<file path="src/sv/kvt_pkg.sv">
// shared types and constants of the key/value string tokenizer
package kvt_pkg;

   typedef enum logic [2:0] {
      PH_NAME   = 3'd0,
      PH_VAL    = 3'd1,
      PH_VALQ   = 3'd2,
      PH_ESC    = 3'd3,
      PH_ESCQ   = 3'd4,
      PH_CLOSED = 3'd5,
      PH_SKIP   = 3'd6
   } phase_type;

   typedef enum logic [2:0] {
      TK_NAME_CHAR  = 3'd0,
      TK_NAME_END   = 3'd1,
      TK_VALUE_CHAR = 3'd2,
      TK_VALUE_END  = 3'd3,
      TK_DONE_OK    = 3'd4,
      TK_DONE_ERR   = 3'd5
   } token_kind_type;

   localparam logic [7:0] CH_EQ     = 8'h3D;
   localparam logic [7:0] CH_QUOTE  = 8'h27;
   localparam logic [7:0] CH_BSLASH = 8'h5C;
   localparam logic [7:0] SEP_RESET = 8'h3B;

   localparam int QUEUE_DEPTH = 4;

   typedef struct packed {
      logic [1:0]                 cnt;
      token_kind_type [2:0]       kind;
      logic [7:0]                 chr;
   } token_entry_type;

   typedef struct packed {
      logic full;
      logic empty;
   } queue_status_type;

endpackage

</file>
<file path="src/sv/key_value_string_tokenizer_core.sv">
// top level of the key/value string tokenizer: front end, entry queue, token sequencer
//
//  beat      | ports                                  | moves
//  ----------+----------------------------------------+----------------------------------
//  request   | req_valid req_ready req_char_in        | one string byte and last-byte flag
//            | req_is_final                           |
//  response  | rsp_valid rsp_ready rsp_token_kind     | one token, run_end on the last one
//            | rsp_token_char rsp_run_end             | caused by a byte
//  csr       | csr_wr_en csr_wr_data                  | pair separator, written at once
//
// a byte is parsed in the cycle it is accepted; its tokens are queued, then registered out
// the response side sends one token per cycle unless rsp_ready stalls; a byte causes
// zero to three tokens; without stalls, bytes of one token or none pass at one per cycle
// the entry queue (QueueDepth entries) lets the request side run on while responses stall
// synchronous active-high reset; separator resets to semicolon, parser to the name phase
module key_value_string_tokenizer_core #(
   parameter int QueueDepth = kvt_pkg::QUEUE_DEPTH
) (
   input  logic       clock,
   input  logic       reset,
   input  logic       req_valid,
   output logic       req_ready,
   input  logic [7:0] req_char_in,
   input  logic       req_is_final,
   output logic       rsp_valid,
   input  logic       rsp_ready,
   output logic [2:0] rsp_token_kind,
   output logic [7:0] rsp_token_char,
   output logic       rsp_run_end,
   input  logic       csr_wr_en,
   input  logic [7:0] csr_wr_data
);

   kvt_pkg::queue_status_type q_stat;
   kvt_pkg::token_entry_type  q_entry;
   kvt_pkg::token_entry_type  q_head;
   kvt_pkg::phase_type        phase;
   logic                      q_push;
   logic                      q_pop;

   kvt_front u_front (
      .clock        (clock),
      .reset        (reset),
      .req_valid    (req_valid),
      .req_ready    (req_ready),
      .req_char_in  (req_char_in),
      .req_is_final (req_is_final),
      .csr_wr_en    (csr_wr_en),
      .csr_wr_data  (csr_wr_data),
      .q_stat       (q_stat),
      .q_push       (q_push),
      .q_entry      (q_entry),
      .phase        (phase)
   );

   kvt_queue #(
      .Depth (QueueDepth)
   ) u_queue (
      .clock      (clock),
      .reset      (reset),
      .push       (q_push),
      .push_entry (q_entry),
      .pop        (q_pop),
      .head       (q_head),
      .stat       (q_stat)
   );

   kvt_back u_back (
      .clock          (clock),
      .reset          (reset),
      .head           (q_head),
      .q_stat         (q_stat),
      .q_pop          (q_pop),
      .rsp_valid      (rsp_valid),
      .rsp_ready      (rsp_ready),
      .rsp_token_kind (rsp_token_kind),
      .rsp_token_char (rsp_token_char),
      .rsp_run_end    (rsp_run_end)
   );

   // no push into a full queue, no pop from an empty one
   assert property (@(posedge clock) disable iff (reset)
      (q_push |-> !q_stat.full) and (q_pop |-> !q_stat.empty))
      else $error("queue overflow or underflow");

   // a verdict always closes the tokens of its byte
   assert property (@(posedge clock) disable iff (reset)
      rsp_valid && (rsp_token_kind == kvt_pkg::TK_DONE_OK ||
                    rsp_token_kind == kvt_pkg::TK_DONE_ERR) |-> rsp_run_end)
      else $error("verdict not marked as last token");

   // the last byte of a string returns the parser to the name phase
   assert property (@(posedge clock) disable iff (reset)
      req_valid && req_ready && req_is_final |=> phase == kvt_pkg::PH_NAME)
      else $error("parser not in name phase after last byte");

endmodule

</file>
<file path="src/sv/kvt_front.sv">
// front end: accepts string bytes, runs the parse state machine, builds token entries
module kvt_front (
   input  logic                     clock,
   input  logic                     reset,
   input  logic                     req_valid,
   output logic                     req_ready,
   input  logic [7:0]               req_char_in,
   input  logic                     req_is_final,
   input  logic                     csr_wr_en,
   input  logic [7:0]               csr_wr_data,
   input  kvt_pkg::queue_status_type q_stat,
   output logic                     q_push,
   output kvt_pkg::token_entry_type q_entry,
   output kvt_pkg::phase_type       phase
);

   kvt_pkg::phase_type      phase_ff, phase_in, phase_mid;
   logic                    started_ff, started_in, started_mid;
   logic [7:0]              sep_ff;
   logic                    accept;
   logic                    failed;
   logic                    body_valid;
   kvt_pkg::token_kind_type body_kind;
   logic [7:0]              body_chr;
   logic [1:0]              tail_cnt;
   kvt_pkg::token_kind_type tail0, tail1;

   assign req_ready = !q_stat.full;
   assign accept    = req_valid && req_ready;
   assign phase     = phase_ff;

   always_ff @(posedge clock) begin
      if (reset) begin
         phase_ff   <= kvt_pkg::PH_NAME;
         started_ff <= 1'b0;
         sep_ff     <= kvt_pkg::SEP_RESET;
      end else begin
         if (accept) begin
            phase_ff   <= phase_in;
            started_ff <= started_in;
         end
         if (csr_wr_en) begin
            sep_ff <= csr_wr_data;
         end
      end
   end

   always_comb begin
      body_valid  = 1'b0;
      body_kind   = kvt_pkg::TK_NAME_CHAR;
      body_chr    = '0;
      failed      = 1'b0;
      phase_mid   = phase_ff;
      started_mid = started_ff;
      unique case (phase_ff)
         kvt_pkg::PH_NAME: begin
            body_valid = 1'b1;
            if (req_char_in == kvt_pkg::CH_EQ) begin
               body_kind   = kvt_pkg::TK_NAME_END;
               phase_mid   = kvt_pkg::PH_VAL;
               started_mid = 1'b0;
            end else begin
               body_kind   = kvt_pkg::TK_NAME_CHAR;
               body_chr    = req_char_in;
               started_mid = 1'b1;
            end
         end
         kvt_pkg::PH_VAL: begin
            if (req_char_in == sep_ff) begin
               body_valid  = 1'b1;
               body_kind   = kvt_pkg::TK_VALUE_END;
               phase_mid   = kvt_pkg::PH_NAME;
               started_mid = 1'b0;
            end else if (req_char_in == kvt_pkg::CH_QUOTE) begin
               phase_mid = kvt_pkg::PH_VALQ;
            end else if (req_char_in == kvt_pkg::CH_BSLASH) begin
               phase_mid = kvt_pkg::PH_ESC;
            end else begin
               body_valid = 1'b1;
               body_kind  = kvt_pkg::TK_VALUE_CHAR;
               body_chr   = req_char_in;
            end
         end
         kvt_pkg::PH_VALQ: begin
            if (req_char_in == kvt_pkg::CH_QUOTE) begin
               phase_mid = kvt_pkg::PH_CLOSED;
            end else if (req_char_in == kvt_pkg::CH_BSLASH) begin
               phase_mid = kvt_pkg::PH_ESCQ;
            end else begin
               body_valid = 1'b1;
               body_kind  = kvt_pkg::TK_VALUE_CHAR;
               body_chr   = req_char_in;
            end
         end
         kvt_pkg::PH_ESC: begin
            body_valid = 1'b1;
            body_kind  = kvt_pkg::TK_VALUE_CHAR;
            body_chr   = req_char_in;
            phase_mid  = kvt_pkg::PH_VAL;
         end
         kvt_pkg::PH_ESCQ: begin
            body_valid = 1'b1;
            body_kind  = kvt_pkg::TK_VALUE_CHAR;
            body_chr   = req_char_in;
            phase_mid  = kvt_pkg::PH_VALQ;
         end
         kvt_pkg::PH_CLOSED: begin
            body_valid = 1'b1;
            if (req_char_in == sep_ff) begin
               body_kind   = kvt_pkg::TK_VALUE_END;
               phase_mid   = kvt_pkg::PH_NAME;
               started_mid = 1'b0;
            end else begin
               body_kind = kvt_pkg::TK_DONE_ERR;
               phase_mid = kvt_pkg::PH_SKIP;
               failed    = 1'b1;
            end
         end
         default: begin
            failed = 1'b1;
         end
      endcase

      tail_cnt   = 2'd0;
      tail0      = kvt_pkg::TK_DONE_OK;
      tail1      = kvt_pkg::TK_DONE_OK;
      phase_in   = phase_mid;
      started_in = started_mid;
      if (req_is_final) begin
         if (!failed) begin
            if (phase_mid == kvt_pkg::PH_NAME) begin
               tail_cnt = 2'd1;
               tail0    = started_mid ? kvt_pkg::TK_DONE_ERR : kvt_pkg::TK_DONE_OK;
            end else begin
               tail_cnt = 2'd2;
               tail0    = kvt_pkg::TK_VALUE_END;
               tail1    = kvt_pkg::TK_DONE_OK;
            end
         end
         phase_in   = kvt_pkg::PH_NAME;
         started_in = 1'b0;
      end

      q_entry.chr = body_chr;
      if (body_valid) begin
         q_entry.cnt     = tail_cnt + 2'd1;
         q_entry.kind[0] = body_kind;
         q_entry.kind[1] = tail0;
         q_entry.kind[2] = tail1;
      end else begin
         q_entry.cnt     = tail_cnt;
         q_entry.kind[0] = tail0;
         q_entry.kind[1] = tail1;
         q_entry.kind[2] = kvt_pkg::TK_DONE_OK;
      end
      q_push = accept && (q_entry.cnt != 2'd0);
   end

endmodule

</file>
<file path="src/sv/kvt_queue.sv">
// short entry queue between the parse front end and the token sequencer
module kvt_queue #(
   parameter int Depth = kvt_pkg::QUEUE_DEPTH
) (
   input  logic                      clock,
   input  logic                      reset,
   input  logic                      push,
   input  kvt_pkg::token_entry_type  push_entry,
   input  logic                      pop,
   output kvt_pkg::token_entry_type  head,
   output kvt_pkg::queue_status_type stat
);

   localparam int PtrW = (Depth > 1) ? $clog2(Depth) : 1;
   localparam int CntW = $clog2(Depth + 1);

   kvt_pkg::token_entry_type entries_ff [Depth];
   logic [PtrW-1:0]          wr_ptr_ff, wr_ptr_in;
   logic [PtrW-1:0]          rd_ptr_ff, rd_ptr_in;
   logic [CntW-1:0]          count_ff, count_in;

   always_comb begin
      wr_ptr_in = wr_ptr_ff;
      rd_ptr_in = rd_ptr_ff;
      count_in  = count_ff;
      if (push) begin
         wr_ptr_in = (wr_ptr_ff == PtrW'(Depth - 1)) ? '0 : wr_ptr_ff + 1'b1;
      end
      if (pop) begin
         rd_ptr_in = (rd_ptr_ff == PtrW'(Depth - 1)) ? '0 : rd_ptr_ff + 1'b1;
      end
      if (push && !pop) begin
         count_in = count_ff + 1'b1;
      end else if (pop && !push) begin
         count_in = count_ff - 1'b1;
      end
   end

   always_ff @(posedge clock) begin
      if (reset) begin
         wr_ptr_ff <= '0;
         rd_ptr_ff <= '0;
         count_ff  <= '0;
      end else begin
         wr_ptr_ff <= wr_ptr_in;
         rd_ptr_ff <= rd_ptr_in;
         count_ff  <= count_in;
      end
   end

   always_ff @(posedge clock) begin
      if (push) begin
         entries_ff[wr_ptr_ff] <= push_entry;
      end
   end

   assign head       = entries_ff[rd_ptr_ff];
   assign stat.full  = (count_ff == CntW'(Depth));
   assign stat.empty = (count_ff == '0);

endmodule

</file>
<file path="src/sv/kvt_back.sv">
// back end: steps through each queued entry and drives one token beat per cycle unless rsp_ready stalls it
module kvt_back (
   input  logic                      clock,
   input  logic                      reset,
   input  kvt_pkg::token_entry_type  head,
   input  kvt_pkg::queue_status_type q_stat,
   output logic                      q_pop,
   output logic                      rsp_valid,
   input  logic                      rsp_ready,
   output logic [2:0]                rsp_token_kind,
   output logic [7:0]                rsp_token_char,
   output logic                      rsp_run_end
);

   logic [1:0]              idx_ff, idx_in;
   logic                    valid_ff, valid_in;
   kvt_pkg::token_kind_type kind_ff;
   logic [7:0]              char_ff;
   logic                    run_end_ff;
   logic                    load;
   logic                    last;

   assign last  = (idx_ff == head.cnt - 2'd1);
   assign load  = !q_stat.empty && (!valid_ff || rsp_ready);
   assign q_pop = load && last;

   always_comb begin
      idx_in   = idx_ff;
      valid_in = valid_ff;
      if (load) begin
         valid_in = 1'b1;
         idx_in   = last ? 2'd0 : idx_ff + 2'd1;
      end else if (rsp_ready) begin
         valid_in = 1'b0;
      end
   end

   always_ff @(posedge clock) begin
      if (reset) begin
         idx_ff   <= 2'd0;
         valid_ff <= 1'b0;
      end else begin
         idx_ff   <= idx_in;
         valid_ff <= valid_in;
      end
   end

   always_ff @(posedge clock) begin
      if (load) begin
         kind_ff    <= head.kind[idx_ff];
         char_ff    <= (idx_ff == 2'd0) ? head.chr : 8'd0;
         run_end_ff <= last;
      end
   end

   assign rsp_valid      = valid_ff;
   assign rsp_token_kind = kind_ff;
   assign rsp_token_char = char_ff;
   assign rsp_run_end    = run_end_ff;

endmodule

</file>
<file path="config.mk">
export PLATFORM = sky130hd
export DESIGN_NAME = key_value_string_tokenizer_core
export DESIGN_NICKNAME = d
export VERILOG_FILES = /design/src/sv/kvt_pkg.sv /design/src/sv/key_value_string_tokenizer_core.sv /design/src/sv/kvt_front.sv /design/src/sv/kvt_queue.sv /design/src/sv/kvt_back.sv
export SDC_FILE = /design/constraint.sdc
export NUM_CORES = 1
export LEC_CHECK = 0
export ABC_AREA = 1
export BUFFER_PORTS_ARGS = -buffer_cell sky130_fd_sc_hd__buf_4
export CORE_ASPECT_RATIO = 0.8
export CORE_MARGIN = 2
export CORE_UTILIZATION = 45
export CTS_BUF_LIST = sky130_fd_sc_hd__clkbuf_2 sky130_fd_sc_hd__clkbuf_4 sky130_fd_sc_hd__clkbuf_8
export DETAILED_ROUTE_END_ITERATION = 10
export HOLD_SLACK_MARGIN = 0.1
export PLACE_DENSITY = 0.59
export SYNTH_ARGS = -nofsm -noshare
export SYNTH_HDL_FRONTEND = slang
export SYNTH_SLANG_ARGS = --single-unit
</file>
<file path="constraint.sdc">
create_clock -name clock -period 8.56 [get_ports clock]
set_input_delay 1.712 -clock clock [delete_from_list [all_inputs] [get_ports clock]]
set_output_delay 1.712 -clock clock [all_outputs]
set_load 0.005 [all_outputs]
</file>
# Word level (Yosys, flattened, before mapping)
# Memory sizes are Yosys's and may differ from the RTL's. A register that Yosys moved wholly into a read port is not among the register bits.
# Cells that the tools add are included.
# W data, S select, Z words.
# totals
out_inout_bits	14
latch_bits	0
reg_bits	34
mem_count	1
romBits	0
wordCells	107
mem_bits_rw	76
# memory_table
memory	depth	width	read_ports	rd_ports_with_merged_regs	write_ports	line	rtl
u_queue.entries_ff	4	19	1	1	1	kvt_queue.sv:17	kvt_pkg::token_entry_type entries_ff [Depth];
# op_classes
eq_ne	13
n_mux	51
shift	0
multipliers	0
n_lt_le_gt_ge	1
bitwise_logic	0
div_mod_pow	0
n_reduce_logical	23
add_sub_neg	7
# op_table
op	n
$mux W3	16
$mux W8	4
$pmux W8 S4	1
$mux W2	10
$pmux W3 S6	1
$eq A8 B6 Y1 const B	2
$pmux W3 S5	1
$mux W1	13
$mux W11	1
$eq A3 B3 Y1 const B	3
$logic_not A3 Y1	3
$add A2 B1 Y2 const B	4
$eq A8 B7 Y1 const B	1
$eq A8 B8 Y1	1
$bmux W3 S2	1
$eq A3 B2 Y1 const B	2
$logic_and A1 B1 Y1	6
$reduce_bool A2 Y1	3
$logic_not A1 Y1	5
$reduce_or A5 Y1	1
$eq A2 B2 Y1 const B	2
$pmux W1 S2	2
$reduce_or A2 Y1	2
$reduce_or A4 Y1	1
other kinds (9)	9

# Longest topological paths before layout
# logic_depth
depth_word	17
ltp_mapped	19
ltp_nobuf	19

# Cells and area by module
# From an unflattened synthesis, not the netlist that was laid out.
# hier_totals
cells_unflattened	507
area_unflattened_um2	5134.9
# by_module_without_submodules
mod	seq_area_each_um2	cells_per_inst	n_inst	area_per_inst_um2
kvt_queue	2462.4	243	1	3324.4
kvt_front	220.2	187	1	1091.0
kvt_back	420.4	77	1	719.4

# Worst setup path after synthesis
# OpenSTA, ideal clock, no wires.
# synth_path
path_type	input to register
from	input rsp_ready
to	register u_queue.count_ff[1]
setup_ns	0.120
stages	10
n_path_buf	0
arrival_time_ns	3.813
required_ns	8.440
path_slack_ns	4.626
path_cell_list	nor2_1 -> a31oi_1 -> inv_1 -> nor2_2 -> inv_2 -> ha_1 -> inv_1 -> fa_1 -> o21ai_0 -> a21oi_1
# synth_between
elab_chain_cells	6
word_cells_on_any_way	8
# synth_rtl
item	line	rtl
start: declaration	key_value_string_tokenizer_core.sv:26	input logic rsp_ready,
$logic_or A1 B1 Y1	kvt_back.sv:24	assign load = !q_stat.empty && (!valid_ff || rsp_ready);
$logic_and A1 B1 Y1	kvt_back.sv:24	
via u_back.load	kvt_back.sv:20	logic load;
$logic_and A1 B1 Y1	kvt_back.sv:25	assign q_pop = load && last;
$logic_not A1 Y1	kvt_queue.sv:32	if (push && !pop) begin
$logic_and A1 B1 Y1	kvt_queue.sv:32	
$mux W3	kvt_queue.sv:32	
via u_queue.count_in[1]	kvt_queue.sv:20	logic [CntW-1:0] count_ff, count_in;
end signal: assignment	kvt_queue.sv:47	count_ff <= count_in;
end: declaration	kvt_queue.sv:20	
# The timed path passes the listed nets, and every way through them passes these cells.
# A chain may end at the register's enable or synchronous reset.

# Worst setup path after layout
# layout_path
from	input req_char_in[6]
to	register u_queue.count_ff[2]
# layout_between
elab_chain_cells	16
word_cells_on_any_way	31
# layout_rtl
item	line	rtl
start: declaration	key_value_string_tokenizer_core.sv:23	input logic [7:0] req_char_in,
$eq A8 B7 Y1	kvt_front.sv:76, kvt_front.sv:87	
$mux W3	kvt_front.sv:76	end else if (req_char_in == kvt_pkg::CH_BSLASH) begin
$mux W3	kvt_front.sv:74	end else if (req_char_in == kvt_pkg::CH_QUOTE) begin
$mux W3	kvt_front.sv:69	if (req_char_in == sep_ff) begin
$pmux W3 S6	kvt_front.sv:55	unique case (phase_ff)
$logic_not A3 Y1	kvt_front.sv:131	if (phase_mid == kvt_pkg::PH_NAME) begin
$mux W2	kvt_front.sv:131	
$mux W2	kvt_front.sv:130	if (!failed) begin
$mux W2	kvt_front.sv:129	if (req_is_final) begin
$add A2 B1 Y2	kvt_front.sv:146	q_entry.cnt = tail_cnt + 2'd1;
$mux W11 (*)	kvt_front.sv:145	if (body_valid) begin
$reduce_bool A2 Y1 (*)	kvt_front.sv:156	q_push = accept && (q_entry.cnt != 2'd0);
$logic_and A1 B1 Y1 (*)	kvt_front.sv:156	
via q_push	key_value_string_tokenizer_core.sv:38	logic q_push;
$logic_not A1 Y1	kvt_queue.sv:34	end else if (pop && !push) begin
$logic_and A1 B1 Y1	kvt_queue.sv:34	
$reduce_bool A2 Y1 (no source line)	--	
# The timed path passes the listed nets; every way through them passes the cells marked *.

==> results.ini <==
[run]
cap_viol_max_count = 0

[timing]
setup-violations-final = 0
tightestPinTransition_ns = 0.966
rsz0062_at_grt = no
worst_slack_ns = 4.90
setup_tns_ns = 0
finalHoldViolCount = 0
min_period_ns = 3.66
clock_skew_ns = 0.0108
drv_slew = 0
max_freq_ghz = 0.273
slew-limit-headroom_pct = 35.5
fin_crit_sh_pct = 42.8

[worst_setup_path]
crit_arrival_ns = 3.91
ff2ff_path_depth = 17
end_kind = flip-flop
critPathMostFrequentCell = nand2_1
setup.worst_path.class = in2reg
cpMaxStageDelayCell = fa_1
cp-start-kind = input port
path_max_fanout = 7
timing.rr.end = u_queue.count_ff[2]
cpPeakStageDelay_ns = 0.43
crit_chain = buf_4, inv_2, nand2_1, nand2_1, nand2_1, nor2_1, nand3_1, nand3_1, nand2_2, nand2_4, nand2_2, inv_1, ha_1, inv_1, fa_1, a21oi_1, o21ai_0, o21ai_0, a21oi_1
reg2reg_setup_slack_ns = 5.39
required_ns = 8.81

[run_status]
status = finished clean

[routing]
initialDrtViolationCount = 218
post-route-drc-count = 0
post_drt_wl_per_cell_um = 15.3
dr.pass1.iters = 4
drt_wl_total_um = 9540
viasPerCell = 5.09
drtAntennaViolNets = 0
vias = 3174

[clock_network]
cts.clk_slew.worst_paths_ns = 0.10
postCtsSetupRepairBufs = 0
cts.sinks = 99
clock-root-buffer = clkbuf_8
cts_tree = done
clk_path_buf_depth = 2
cts_made_buffers = 9
post_cts_resized = 0
clk_latency_ns = 0.37
cts_hold_buf = 0
htree_levels = 3

[layout]
n_antenna_cell = 0
multi_input_area_mm2 = 0.00146
fin_nets = 529
drive_above_1_share_pct = 15.5
fillers = 873
layout_common_cells = nor2_1 (79), nand2_1 (78), edfxtp_1 (76)
syn_to_final_growth_pct = 13.4
seq_area_mm2 = 0.00274
layout_commonest_cell = nor2_1

[pwr]
ir_worst_vdd_uv = 80.5
p_leak_nw = 2.05
power_density_mw_per_mm2 = 261

[global_routing]
grt_max_degree = 34
grt_usage_pct = 19.4
grt_pass1_wl_um = 15500
antenna_found_initial = 0
overflow = 0
grt_pass1_vias = 3128

[synthesis]
synthDistinctLibCells = 35
postSynthCellCount = 461
ys_ff_latch = 99
netlist_area_mm2 = 0.00445
yosysSeqAreaShare_pct = 61.7
synth_area_per_cell_um2 = 9.65
ys_warn_count = 0
syn_nets = 491

[floorplanning]
die-area_mm2 = 0.0107
fp.dieH_um = 92.9
fp-row-count = 32
die_x_um = 115
ioPinCount = 36
coreArea_mm2 = 0.00961
start_util_pct = 46.3

[hold_path]
hp-class = reg2reg
hold-path-cell-count = 2
min_from = u_back.idx_ff[0]
holdPathEnd = u_back.idx_ff[0]

[placement]
gp_congestion = 0.907
hpwlAfterDp_um = 6500
numPortBuffers = 35
dp_slack_ns = 4.53

## metal layers
metal / up-vias / track usage [%] / share of wire (%)
li1: 1611 / - / -
met1: 1468 / 26.2 / 47
met2: 83 / 30.1 / 46
met3: 12 / 4.65 / 5.7
met4: 0 / 7.73 / 1.6
met5: - / 0 / 0
## synth_stat cells
| library cell | n | area (µm²) |
|---|---|---|
| o21ai_1 | 1 | 5.00 |
| fa_1 | 1 | 20.0 |
| o22ai_1 | 4 | 25.0 |
| nor3_1 | 6 | 30.0 |
| nand2_4 | 1 | 11.3 |
| nand3_1 | 28 | 140 |
| o211ai_1 | 3 | 22.5 |
| buf_6 | 2 | 22.5 |
| and2_1 | 1 | 6.26 |
| nand2_1 | 78 | 293 |
| inv_1 | 43 | 161 |
| a32o_1 | 1 | 10.0 |
| o21bai_1 | 1 | 7.51 |
| a31oi_1 | 1 | 6.26 |
| o21ai_0 | 40 | 200 |
| or2_2 | 1 | 6.26 |
| inv_2 | 6 | 22.5 |
| dfxtp_1 | 23 | 460 |
| a21boi_0 | 1 | 7.51 |
| nor2_1 | 81 | 304 |
| xor2_1 | 1 | 8.76 |
| clkbuf_1 | 5 | 18.8 |
| a21o_1 | 1 | 7.51 |
| buf_1 | 1 | 3.75 |
| buf_2 | 5 | 25.0 |
| nand2_2 | 6 | 37.5 |
| nor2_4 | 1 | 11.3 |
| edfxtp_1 | 76 | 2280 |
| o211ai_2 | 1 | 12.5 |
| clkinv_1 | 1 | 3.75 |
| xnor2_1 | 4 | 35.0 |
| a21oi_1 | 25 | 125 |
| a211oi_1 | 1 | 7.51 |
| ha_1 | 7 | 87.6 |
| nor2_2 | 3 | 18.8 |
## how the worst max path moves through the flow
stage | slack [ns] | to | start | depth (start not counted)
after floorplan | 4.63 | u_queue.count_ff[1] | rsp_ready | 10
after global placement | 4.58 | u_queue.count_ff[2] | req_char_in[6] | 19
after detailed placement | 4.53 | u_queue.count_ff[2] | req_char_in[6] | 19
after CTS | 4.91 | u_queue.count_ff[2] | req_char_in[6] | 19
after global routing | 4.59 | u_queue.count_ff[2] | req_char_in[6] | 19
final | 4.90 | u_queue.count_ff[2] | req_char_in[6] | 19
## where the power goes
group	internal, mW	switching (mW)
Sequential	0.617	0.0265
Clock	0.140	0.169
Combinational	0.134	0.227
Total	0.892	0.422
## through the flow
stage               util [%]  total power, mW  std cells  hold slack, ns  instance area [µm²]
finish                  52.5             1.31        623           0.478                 5040
global route            52.5             1.40        623           0.506                 5040
CTS                     52.5             1.33        623           0.483                 5040
detailed placement      50.3             1.02        607           0.469                 4840
global placement        50.3             1.01        607           0.453                 4840
floorplan                  -            0.874        461           0.442                 4450
## logic make-up (layout without fill, tap and decap cells)
| kind of cell | after synthesis | in the layout | synth area share (%) |
|---|---|---|---|
| and+or+nand+nor | 206 | 206 | 19.3 |
| buffers and inverters | 63 | 106 | 5.80 |
| DFF | 99 | 99 | 61.7 |
| AOI/OAI and AO/OA | 80 | 80 | 9.82 |
| adders and majority gates | 8 | 8 | 2.42 |
| xor gates and xnor gates | 5 | 5 | 0.985 |
## critical path, delay by kind of cell
| family | cells | cell delay (ns) |
|---|---|---|
| simple gates | 9 | 0.86 |
| buf+inv | 4 | 0.32 |
| fa+ha+maj | 2 | 0.57 |
| compound gates | 4 | 0.46 |
## area by class of cell
cell class	instances	share of cell area [%]
inverter	50	3.72
tap	119	2.95
clock buffer	9	2.46
clock inverter	7	1.64
sequential	99	54.4
timing repair buffer	40	5.95
multi-input combinational	299	28.9
## flip-flops by register name, summed over array words and instances (netlist names), named ones only
name	flops
u_front.phase	3
u_queue.wr_ptr_ff	2
u_queue.count_ff	3
u_back.rsp_token_kind	3
u_back.idx_ff	2
u_queue.rd_ptr_ff	2
u_back.rsp_token_char	8
u_front.sep_ff	8
u_back.rsp_valid	1
u_queue.entries_ff	64
u_back.rsp_run_end	1
Note: power is estimated with default switching activity, not from simulation.
